<file path="src/design/sfsm_pkg.sv">
`default_nettype none

package sfsm_pkg;

    // fixed field widths
    localparam int DATA_W    = 16;
    localparam int TERM_W    = 17;
    localparam int IDX_W     = 3;
    localparam int COL_W     = 3;
    localparam int TERMS     = 6;
    localparam int ROW_WORDS = TERMS + 1;
    localparam logic [COL_W-1:0] TRIM_COL = COL_W'(TERMS);
    localparam logic [COL_W-1:0] LAST_GAIN_COL = COL_W'(TERMS - 1);

    // accumulator covers six 16x17 products plus trim and stepped offset
    // at up to 15 gain fraction bits
    localparam int ACC_W = 38;

    localparam logic [16:0] TICK_MAX = 17'h1ffff;

    typedef logic signed [TERM_W-1:0] term_t;
    typedef term_t [TERMS-1:0] terms_t;

    // tag that travels with each table read through the pipeline
    typedef struct packed {
        logic             valid;
        logic [COL_W-1:0] col;
        logic [IDX_W-1:0] servo;
        logic             first;
        logic             fin;
        logic             last;
    } tag_t;

endpackage

`default_nettype wire

</file>
<file path="src/design/state_feedback_servo_mixer.sv">
`default_nettype none

// Linear state-feedback servo mixer. A word on the slave stream with tuser
// high is a sample: the step state is updated in the accept cycle, then each
// of the first servo_count servos (at most MAX_SERVOS) gets one command on
// the master stream, in servo order, tlast on the final one. The gain table
// sits in one memory with a single read port and is read one word per cycle
// (held while a finished command waits on a full output) through a shared
// multiply-accumulate pipeline, seven words per servo. A word with tuser low
// loads one table word (gain, or trim at column six) and gives no result.
// Table words read before being loaded are undefined.
// Registers lie on the APB port at byte address 4*i, in the order
// servo_count, step_period, step_amount, step_limit, step_mask,
// balance_pitch, balance_roll, balance_yaw; write them only while idle.
module state_feedback_servo_mixer #(
    parameter int MAX_SERVOS     = 5,
    parameter int GAIN_FRAC_BITS = 12
) (
    input  wire logic         clk,
    input  wire logic         rst_n,
    // sample or load word
    input  wire logic         s_tvalid,
    output      logic         s_tready,
    // table_row [2:0], table_col [5:3], table_value [21:6], pitch [37:22],
    // yaw [53:38], roll [69:54], rate_x [85:70], rate_y [101:86],
    // rate_z [117:102], zero [119:118]
    input  wire logic [119:0] s_tdata,
    // mode [0]
    input  wire logic         s_tuser,
    // servo commands
    output      logic         m_tvalid,
    input  wire logic         m_tready,
    // servo_index [2:0], servo_command [18:3], saturated [19], zero [23:20]
    output      logic [23:0]  m_tdata,
    output      logic         m_tlast,
    // configuration
    input  wire logic         psel,
    input  wire logic         penable,
    input  wire logic         pwrite,
    input  wire logic [4:0]   paddr,
    input  wire logic [31:0]  pwdata,
    output      logic [31:0]  prdata,
    output      logic         pready
);

    localparam int DEPTH  = MAX_SERVOS * sfsm_pkg::ROW_WORDS;
    localparam int ADDR_W = $clog2(DEPTH);

    localparam logic [2:0] REG_SERVO_COUNT = 3'd0;
    localparam logic [2:0] REG_STEP_PERIOD = 3'd1;
    localparam logic [2:0] REG_STEP_AMOUNT = 3'd2;
    localparam logic [2:0] REG_STEP_LIMIT  = 3'd3;
    localparam logic [2:0] REG_STEP_MASK   = 3'd4;
    localparam logic [2:0] REG_BAL_PITCH   = 3'd5;
    localparam logic [2:0] REG_BAL_ROLL    = 3'd6;
    localparam logic [2:0] REG_BAL_YAW     = 3'd7;

    // configuration registers
    logic [2:0]  servo_count_reg;
    logic [15:0] step_period_reg;
    logic [14:0] step_amount_reg;
    logic [3:0]  step_limit_reg;
    logic [4:0]  step_mask_reg;
    logic [15:0] bal_pitch_reg;
    logic [15:0] bal_roll_reg;
    logic [15:0] bal_yaw_reg;

    // step state
    logic [16:0] tick_reg, tick_next;
    logic signed [15:0] step_offset_reg, step_offset_next;
    logic [3:0]  step_count_reg, step_count_next;

    // sequencer
    logic        busy_reg;
    logic [2:0]  servo_reg;
    logic [2:0]  col_reg;
    logic [ADDR_W-1:0] base_reg;
    logic [3:0]  n_reg, n_next;

    sfsm_pkg::terms_t terms_reg;

    logic        cfg_wr;
    logic [2:0]  reg_sel;
    logic        accept, sample_acc, load_acc;
    logic        mac_busy, advance;
    logic        last_servo;
    logic [16:0] tick_inc;
    logic signed [16:0] step_diff;
    logic        step_hit;
    logic [5:0]  load_addr;
    logic        load_ok;
    logic        load_we;
    logic [ADDR_W-1:0] raddr;
    logic [15:0] ram_rdata;
    sfsm_pkg::tag_t tag0;

    logic [2:0]  in_row, in_col;
    logic [15:0] in_value;
    logic [15:0] in_pitch, in_yaw, in_roll, in_rx, in_ry, in_rz;

    assign in_row   = s_tdata[2:0];
    assign in_col   = s_tdata[5:3];
    assign in_value = s_tdata[21:6];
    assign in_pitch = s_tdata[37:22];
    assign in_yaw   = s_tdata[53:38];
    assign in_roll  = s_tdata[69:54];
    assign in_rx    = s_tdata[85:70];
    assign in_ry    = s_tdata[101:86];
    assign in_rz    = s_tdata[117:102];

    // apb register file
    assign pready  = 1'b1;
    assign reg_sel = paddr[4:2];
    assign cfg_wr  = psel && penable && pwrite && pready;

    always_ff @(posedge clk or negedge rst_n)
    begin
        if (!rst_n)
        begin
            servo_count_reg <= 3'd5;
            step_period_reg <= 16'd2000;
            step_amount_reg <= 15'd512;
            step_limit_reg  <= 4'd8;
            step_mask_reg   <= 5'd18;
            bal_pitch_reg   <= '0;
            bal_roll_reg    <= '0;
            bal_yaw_reg     <= '0;
        end
        else if (cfg_wr)
        begin
            unique case (reg_sel)
                REG_SERVO_COUNT: servo_count_reg <= pwdata[2:0];
                REG_STEP_PERIOD: step_period_reg <= pwdata[15:0];
                REG_STEP_AMOUNT: step_amount_reg <= pwdata[14:0];
                REG_STEP_LIMIT:  step_limit_reg  <= pwdata[3:0];
                REG_STEP_MASK:   step_mask_reg   <= pwdata[4:0];
                REG_BAL_PITCH:   bal_pitch_reg   <= pwdata[15:0];
                REG_BAL_ROLL:    bal_roll_reg    <= pwdata[15:0];
                REG_BAL_YAW:     bal_yaw_reg     <= pwdata[15:0];
            endcase
        end
    end

    always_comb
    begin
        unique case (reg_sel)
            REG_SERVO_COUNT: prdata = {29'd0, servo_count_reg};
            REG_STEP_PERIOD: prdata = {16'd0, step_period_reg};
            REG_STEP_AMOUNT: prdata = {17'd0, step_amount_reg};
            REG_STEP_LIMIT:  prdata = {28'd0, step_limit_reg};
            REG_STEP_MASK:   prdata = {27'd0, step_mask_reg};
            REG_BAL_PITCH:   prdata = {16'd0, bal_pitch_reg};
            REG_BAL_ROLL:    prdata = {16'd0, bal_roll_reg};
            REG_BAL_YAW:     prdata = {16'd0, bal_yaw_reg};
        endcase
    end

    // input handshake: one word at a time, pipeline drained
    assign s_tready   = !busy_reg && !mac_busy;
    assign accept     = s_tvalid && s_tready;
    assign sample_acc = accept && s_tuser;
    assign load_acc   = accept && !s_tuser;

    // table load address row*7+col
    assign load_addr = ({in_row, 3'b000} - {3'b000, in_row}) + {3'b000, in_col};
    assign load_ok   = ({1'b0, in_row} < 4'(MAX_SERVOS)) &&
                       ({1'b0, in_col} < 4'(sfsm_pkg::ROW_WORDS));
    assign load_we   = load_acc && load_ok;

    // tick counter and stepped offset
    assign tick_inc  = (tick_reg < sfsm_pkg::TICK_MAX) ? tick_reg + 17'd1 : tick_reg;
    assign step_hit  = (step_count_reg < step_limit_reg) && (tick_inc > {1'b0, step_period_reg});
    assign step_diff = {step_offset_reg[15], step_offset_reg} - {2'b00, step_amount_reg};

    always_comb
    begin
        tick_next        = tick_inc;
        step_offset_next = step_offset_reg;
        step_count_next  = step_count_reg;
        if (step_hit)
        begin
            tick_next       = '0;
            step_count_next = step_count_reg + 4'd1;
            if (step_diff[16] && !step_diff[15])
            begin
                step_offset_next = 16'sh8000;
            end
            else
            begin
                step_offset_next = step_diff[15:0];
            end
        end
    end

    always_ff @(posedge clk or negedge rst_n)
    begin
        if (!rst_n)
        begin
            tick_reg        <= '0;
            step_offset_reg <= '0;
            step_count_reg  <= '0;
        end
        else if (sample_acc)
        begin
            tick_reg        <= tick_next;
            step_offset_reg <= step_offset_next;
            step_count_reg  <= step_count_next;
        end
    end

    // state vector with balance angles removed
    always_ff @(posedge clk)
    begin
        if (sample_acc)
        begin
            terms_reg[0] <= {in_pitch[15], in_pitch} - {bal_pitch_reg[15], bal_pitch_reg};
            terms_reg[1] <= {in_roll[15], in_roll} - {bal_roll_reg[15], bal_roll_reg};
            terms_reg[2] <= {in_yaw[15], in_yaw} - {bal_yaw_reg[15], bal_yaw_reg};
            terms_reg[3] <= {in_rx[15], in_rx};
            terms_reg[4] <= {in_ry[15], in_ry};
            terms_reg[5] <= {in_rz[15], in_rz};
        end
    end

    // servo count clamped to the table size
    assign n_next = ({1'b0, servo_count_reg} > 4'(MAX_SERVOS)) ? 4'(MAX_SERVOS)
                                                               : {1'b0, servo_count_reg};
    assign last_servo = ({1'b0, servo_reg} + 4'd1) == n_reg;

    // read sequencer: seven table words per servo
    always_ff @(posedge clk or negedge rst_n)
    begin
        if (!rst_n)
        begin
            busy_reg  <= 1'b0;
            servo_reg <= '0;
            col_reg   <= '0;
            base_reg  <= '0;
            n_reg     <= '0;
        end
        else if (sample_acc)
        begin
            busy_reg  <= (n_next != 4'd0);
            servo_reg <= '0;
            col_reg   <= '0;
            base_reg  <= '0;
            n_reg     <= n_next;
        end
        else if (busy_reg && advance)
        begin
            if (col_reg == sfsm_pkg::TRIM_COL)
            begin
                col_reg   <= '0;
                servo_reg <= servo_reg + 3'd1;
                base_reg  <= base_reg + ADDR_W'(sfsm_pkg::ROW_WORDS);
                if (last_servo)
                begin
                    busy_reg <= 1'b0;
                end
            end
            else
            begin
                col_reg <= col_reg + 3'd1;
            end
        end
    end

    assign raddr = base_reg + ADDR_W'(col_reg);

    always_comb
    begin
        tag0.valid = busy_reg;
        tag0.col   = col_reg;
        tag0.servo = servo_reg;
        tag0.first = (col_reg == 3'd0);
        tag0.fin   = (col_reg == sfsm_pkg::TRIM_COL);
        tag0.last  = last_servo;
    end

    // gain and trim table
    sfsm_ram #(
        .WIDTH (sfsm_pkg::DATA_W),
        .DEPTH (DEPTH)
    ) u_table (
        .clk   (clk),
        .we    (load_we),
        .waddr (load_addr[ADDR_W-1:0]),
        .wdata (in_value),
        .re    (advance),
        .raddr (raddr),
        .rdata (ram_rdata)
    );

    // multiply-accumulate, rounding and output word
    sfsm_mac #(
        .GAIN_FRAC_BITS (GAIN_FRAC_BITS)
    ) u_mac (
        .clk         (clk),
        .rst_n       (rst_n),
        .tag_in      (tag0),
        .ram_rdata   (ram_rdata),
        .terms       (terms_reg),
        .step_offset (step_offset_reg),
        .step_mask   (step_mask_reg),
        .advance     (advance),
        .busy        (mac_busy),
        .m_tvalid    (m_tvalid),
        .m_tready    (m_tready),
        .m_tdata     (m_tdata),
        .m_tlast     (m_tlast)
    );

endmodule

`default_nettype wire

</file>
<file path="src/design/sfsm_ram.sv">
`default_nettype none

module sfsm_ram #(
    parameter int WIDTH = 16,
    parameter int DEPTH = 35
) (
    input  wire logic                     clk,
    input  wire logic                     we,
    input  wire logic [$clog2(DEPTH)-1:0] waddr,
    input  wire logic [WIDTH-1:0]         wdata,
    input  wire logic                     re,
    input  wire logic [$clog2(DEPTH)-1:0] raddr,
    output      logic [WIDTH-1:0]         rdata
);

    logic [WIDTH-1:0] mem [DEPTH];

    // one write port, one registered read port
    always_ff @(posedge clk)
    begin
        if (we)
        begin
            mem[waddr] <= wdata;
        end
        if (re)
        begin
            rdata <= mem[raddr];
        end
    end

endmodule

`default_nettype wire

</file>
<file path="src/design/sfsm_mac.sv">
`default_nettype none

module sfsm_mac #(
    parameter int GAIN_FRAC_BITS = 12
) (
    input  wire logic                                clk,
    input  wire logic                                rst_n,
    input  wire sfsm_pkg::tag_t                      tag_in,
    input  wire logic [sfsm_pkg::DATA_W-1:0]         ram_rdata,
    input  wire sfsm_pkg::terms_t                    terms,
    input  wire logic signed [sfsm_pkg::DATA_W-1:0]  step_offset,
    input  wire logic [4:0]                          step_mask,
    output      logic                                advance,
    output      logic                                busy,
    output      logic                                m_tvalid,
    input  wire logic                                m_tready,
    // servo_index [2:0], servo_command [18:3], saturated [19], zero [23:20]
    output      logic [23:0]                         m_tdata,
    output      logic                                m_tlast
);

    localparam int AW = sfsm_pkg::ACC_W;
    localparam logic signed [AW-1:0] ROUND_HALF = AW'(1) <<< (GAIN_FRAC_BITS - 1);
    localparam logic signed [AW-1:0] CMD_MAX = AW'(32767);
    localparam logic signed [AW-1:0] CMD_MIN = -AW'(32768);

    sfsm_pkg::tag_t t1_reg, t2_reg, t3_reg;
    logic signed [AW-1:0] p2_reg, p2_next;
    logic signed [AW-1:0] acc_reg, acc_next;

    logic out_valid_reg;
    logic [sfsm_pkg::IDX_W-1:0] out_idx_reg;
    logic [sfsm_pkg::DATA_W-1:0] out_cmd_reg;
    logic out_sat_reg;
    logic out_last_reg;

    logic signed [sfsm_pkg::TERM_W-1:0] term_sel;
    logic signed [sfsm_pkg::DATA_W+sfsm_pkg::TERM_W-1:0] prod;
    logic signed [AW-1:0] trim_ext, step_ext;
    logic [7:0] mask_vec;
    logic signed [AW-1:0] rnd, shifted;
    logic sat_hi, sat_lo;
    logic [sfsm_pkg::DATA_W-1:0] cmd;
    logic emit;

    // whole pipeline holds while a finished command waits on a full output
    assign emit    = t3_reg.valid && t3_reg.fin;
    assign advance = !(emit && out_valid_reg && !m_tready);
    assign busy    = t1_reg.valid || t2_reg.valid || t3_reg.valid;

    // stage 1: table word against its state term, or trim plus stepped offset
    always_comb
    begin
        unique case (t1_reg.col)
            3'd0:    term_sel = terms[0];
            3'd1:    term_sel = terms[1];
            3'd2:    term_sel = terms[2];
            3'd3:    term_sel = terms[3];
            3'd4:    term_sel = terms[4];
            3'd5:    term_sel = terms[5];
            default: term_sel = '0;
        endcase
    end

    assign mask_vec = {3'b000, step_mask};
    assign prod     = $signed(ram_rdata) * term_sel;
    assign trim_ext = AW'($signed(ram_rdata)) <<< GAIN_FRAC_BITS;
    assign step_ext = mask_vec[t1_reg.servo] ? (AW'(step_offset) <<< GAIN_FRAC_BITS) : '0;

    always_comb
    begin
        if (t1_reg.col == sfsm_pkg::TRIM_COL)
        begin
            p2_next = trim_ext + step_ext;
        end
        else
        begin
            p2_next = AW'(prod);
        end
    end

    // stage 2: accumulate over the row
    assign acc_next = t2_reg.first ? p2_reg : acc_reg + p2_reg;

    // stage 3: round half up and saturate
    assign rnd     = acc_reg + ROUND_HALF;
    assign shifted = rnd >>> GAIN_FRAC_BITS;
    assign sat_hi  = shifted > CMD_MAX;
    assign sat_lo  = shifted < CMD_MIN;

    always_comb
    begin
        priority if (sat_hi)
        begin
            cmd = 16'h7fff;
        end
        else if (sat_lo)
        begin
            cmd = 16'h8000;
        end
        else
        begin
            cmd = shifted[sfsm_pkg::DATA_W-1:0];
        end
    end

    // pipeline tags
    always_ff @(posedge clk or negedge rst_n)
    begin
        if (!rst_n)
        begin
            t1_reg <= '0;
            t2_reg <= '0;
            t3_reg <= '0;
        end
        else if (advance)
        begin
            t1_reg <= tag_in;
            t2_reg <= t1_reg;
            t3_reg <= t2_reg;
        end
    end

    // datapath registers
    always_ff @(posedge clk)
    begin
        if (advance)
        begin
            p2_reg <= p2_next;
            if (t2_reg.valid)
            begin
                acc_reg <= acc_next;
            end
        end
    end

    // output word register
    always_ff @(posedge clk or negedge rst_n)
    begin
        if (!rst_n)
        begin
            out_valid_reg <= 1'b0;
        end
        else if (emit && advance)
        begin
            out_valid_reg <= 1'b1;
        end
        else if (m_tready)
        begin
            out_valid_reg <= 1'b0;
        end
    end

    always_ff @(posedge clk)
    begin
        if (emit && advance)
        begin
            out_idx_reg  <= t3_reg.servo;
            out_cmd_reg  <= cmd;
            out_sat_reg  <= sat_hi || sat_lo;
            out_last_reg <= t3_reg.last;
        end
    end

    assign m_tvalid = out_valid_reg;
    assign m_tdata  = {4'b0000, out_sat_reg, out_cmd_reg, out_idx_reg};
    assign m_tlast  = out_last_reg;

endmodule

`default_nettype wire
</file>
<file path="config.mk">
export PLATFORM = sky130hd
export DESIGN_NAME = state_feedback_servo_mixer
export DESIGN_NICKNAME = d
export VERILOG_FILES = /design/src/design/sfsm_pkg.sv /design/src/design/state_feedback_servo_mixer.sv /design/src/design/sfsm_ram.sv /design/src/design/sfsm_mac.sv
export SDC_FILE = /design/constraint.sdc
export NUM_CORES = 2
export LEC_CHECK = 0
export BUFFER_PORTS_ARGS = -buffer_cell sky130_fd_sc_hd__buf_2
export CORE_MARGIN = 3
export CORE_UTILIZATION = 45
export CTS_CLUSTER_DIAMETER = 120
export DETAILED_ROUTE_END_ITERATION = 6
export GPL_ROUTABILITY_DRIVEN = 0
export PLACE_DENSITY_LB_ADDON = 0.08
export SLEW_MARGIN = 20
export SYNTH_ARGS = -nofsm -noshare
export SYNTH_HDL_FRONTEND = slang
export SYNTH_SLANG_ARGS = --single-unit
</file>
<file path="constraint.sdc">
create_clock -name clk -period 19.2 [get_ports clk]
set_input_delay 0.96 -clock clk [delete_from_list [all_inputs] [get_ports clk]]
set_output_delay 0.96 -clock clk [all_outputs]
set_load 0.01 [all_outputs]
</file>
==> metrics.txt <==
Post-Synth Simple-Gate Area 9.36%; synth unique cells 85; largest net degree at the start of global routing 75; Core ar. 119000 sq um; crit path max fanout 30; Slowest-stage cell, CP fa_1; # IOs 225; share of layout cells above drive strength 1 14.3%; Synth Flop Type edfxtp_1; Async SR Flop Fraction 17.9%; met3 WL post-DR 5770 um; post-synthesis compound-gate area fraction under 10%; CP max stage delay 0.93 ns; Overflow after GRT 0; gr usage total 21.6%; worst r2r src u_mac.t1_reg[7]; sequential element share of the synthesized area between 50 and 60%; WP data arrival 9.19 ns; chip width 353 um; Synthesis Warnings 0; Vias/cell 5.36; # Post-CTS Setup Buffers 0; first-pass GRT wire length 207000 um; # H-tree levels 3; total die area 125000 sq um; min-delay worst type primary input to asynchronous set/reset pin; post_cts resized 0; Max Transition Viols Final 0; CTS max path bufs 3; CP startpoint u_mac.t1_reg[7]; Hold Fails Final Rpt 0; RR Endpoint u_mac.p2_reg[35]; cell count after synthesis approximately 4300; RSZ-0062 raised after global routing false; drt wl/cell 21.4 um; most used cell, CP fa_1; Worst Max-Slew Pin Slew 1.05 ns; top sig layer met4; Post-synth EDFFs approximately 770; Detailed Routing Iterations Pass 1 6; top achievable clock speed 113 MHz; area delta synth->final 11.6%; clock-pin slew on the worst setup and hold paths 0.06 ns; WHS 0.159 ns; post-synthesis mux area share 8.67%; Initial Util 45.7%; clock skew 0.0756 ns; largest family of logic cells by synthesized area adder cells; register-to-register setup slack 10.39 ns; xor/xnor cell area share of the yosys netlist 2.63%; final net count approximately 5200; Root Driver clkbuf_16; routed wl met2 63400 um; Max Cap Viol 0; R2R depth 26; clk_lat worst skew ~0.73 ns; DRC violations left 0; Post-Syn Area 54200 sq um; post-DP HPWL 92200 um; worst setup path class flop to flop; hold-fix buffers at CTS 0; Synth Area in Adders ~16%; vias in the first global route 34300; Die Ht 353 um; IO Port Bufs 183; Final min period between 8 and 9 ns; Critical Path RT 19.58 ns; Std-Cell Rows 126; Critical Path End u_mac.p2_reg[35]; Yosys reg bits 940; initial antenna violation count 1; Max-slew headroom 29.8%; total CTS buffers 101; Crit. End Element flop; Total Wirelength 133000 um; met1 wire length 60000 um; max reg flops 560; Finish-stage setup viols 0; outcome finished, final reports clean; TritonCTS clock tree yes; Setup TNS 0 ns; DRT iter0 DRCs 2429; CP Launch Type flop; final antenna-violating net count 0; Core Util, Final 50.9%; # clock sinks 940; Tcrit/Tclk final between 40% and 50%; DR vias 33400; syn_area_per_cell 12.5 sq um
[cell usage after synthesis, types with 20 or more instances]
| cell | number | area, sq um |
|---|---|---|
| nor3_1 | 35 | 175 |
| dfrtp_1 | 156 | 3900 |
| nand3_1 | 54 | 270 |
| and2_1 | 155 | 970 |
| o31ai_1 | 28 | 210 |
| buf_4 | 22 | 165 |
| nand2b_1 | 24 | 150 |
| inv_1 | 487 | 1830 |
| o21ai_0 | 255 | 1280 |
| nor2_1 | 229 | 860 |
| nor2b_1 | 50 | 313 |
| o21a_1 | 23 | 173 |
| a21oi_1 | 143 | 716 |
| xnor2_1 | 107 | 937 |
| mux2i_1 | 62 | 621 |
| mux2_2 | 28 | 315 |
| a211oi_1 | 39 | 293 |
| edfxtp_1 | 772 | 23200 |
| clkbuf_1 | 132 | 495 |
| mux4_2 | 167 | 3760 |
| xor2_1 | 56 | 490 |
| ha_1 | 230 | 2880 |
| a21o_1 | 41 | 308 |
| fa_1 | 284 | 5690 |
| a31oi_1 | 20 | 125 |
| nand2_1 | 442 | 1660 |
[final cells by class]
cell class                 count  area [sq um]
fill                       10400         58200
sequential                   940         27400
multi-input combinational   2748         24300
clock buffer                 136          2730
tap                         1600          2000
inverter                     489          1840
timing repair buffer         264          1550
clock inverter                52           602
antenna                        2          5.00
[through the flow]
| step | worst slack (ns) | area, sq um | instances |
|---|---|---|---|
| detailed placement | 10.34 | 57100 | 6040 |
| global route | 9.66 | 60500 | 6229 |
| CTS | 10.26 | 60400 | 6228 |
| floorplan | 11.23 | 54300 | 4356 |
| finish | 10.39 | 60500 | 6231 |
| global placement | 10.38 | 57100 | 6040 |
[metal layers]
| metal | GRT usage (%) | vias up |
|---|---|---|
| met5 | 0 | - |
| met4 | 6.12 | 0 |
| met3 | 3.20 | 170 |
| met2 | 35.6 | 694 |
| met1 | 30.1 | 16800 |
| li1 | - | 15700 |
[cells in the final DEF (no fill, tap or decap), types with 62 or more instances in the layout]
cell type  count
nor2_1       224
mux4_2       167
inv_1        486
o21ai_0      254
xnor2_1      103
nand2_1      442
edfxtp_1     772
ha_1         229
a21oi_1      143
buf_2        182
fa_1         283
mux2i_1       62
and2_1       154
clkbuf_16    101
buf_4         80
dfrtp_1      154
[cells by family (layout without fill, tap and decap cells)]
kind of cell | count (synthesis) | after routing
fa+ha+maj | 514 | 514
other cells | 2 | 23
mux | 257 | 257
flops | 940 | 940
compound gates | 708 | 708
simple gates | 1085 | 1085
xor+xnor | 163 | 163
buf+inv | 668 | 941
[worst min-delay path by stage]
stage	startpoint	end	slack, ns	cells after the start
final	rst_n	step_period_reg[15]	0.16	1
after global routing	rst_n	step_period_reg[15]	0.14	1
after CTS	rst_n	step_period_reg[15]	0.12	1
after detailed placement	u_mac.t2_reg[1]	u_mac.t3_reg[1]	0.45	1
after global placement	u_mac.t2_reg[1]	u_mac.t2_reg[1]	0.45	2
after floorplan	u_mac.t3_reg[0]	u_mac.m_tlast	0.42	0
[critical path: cells and delay by family, from the launching register on]
kind                     cells  cell delay, ns
adder cells (fa/ha/maj)      7            4.07
AND/OR/NAND/NOR              2            0.81
buffers and inverters        6            0.91
AO/OA/AOI/OAI               10            1.80
XOR/XNOR                     1            0.36
flip-flops                   1            0.46
Power is left out: the tool's default activity adds up to more than one toggle a clock period on the data nets, which glitch-free logic cannot reach.
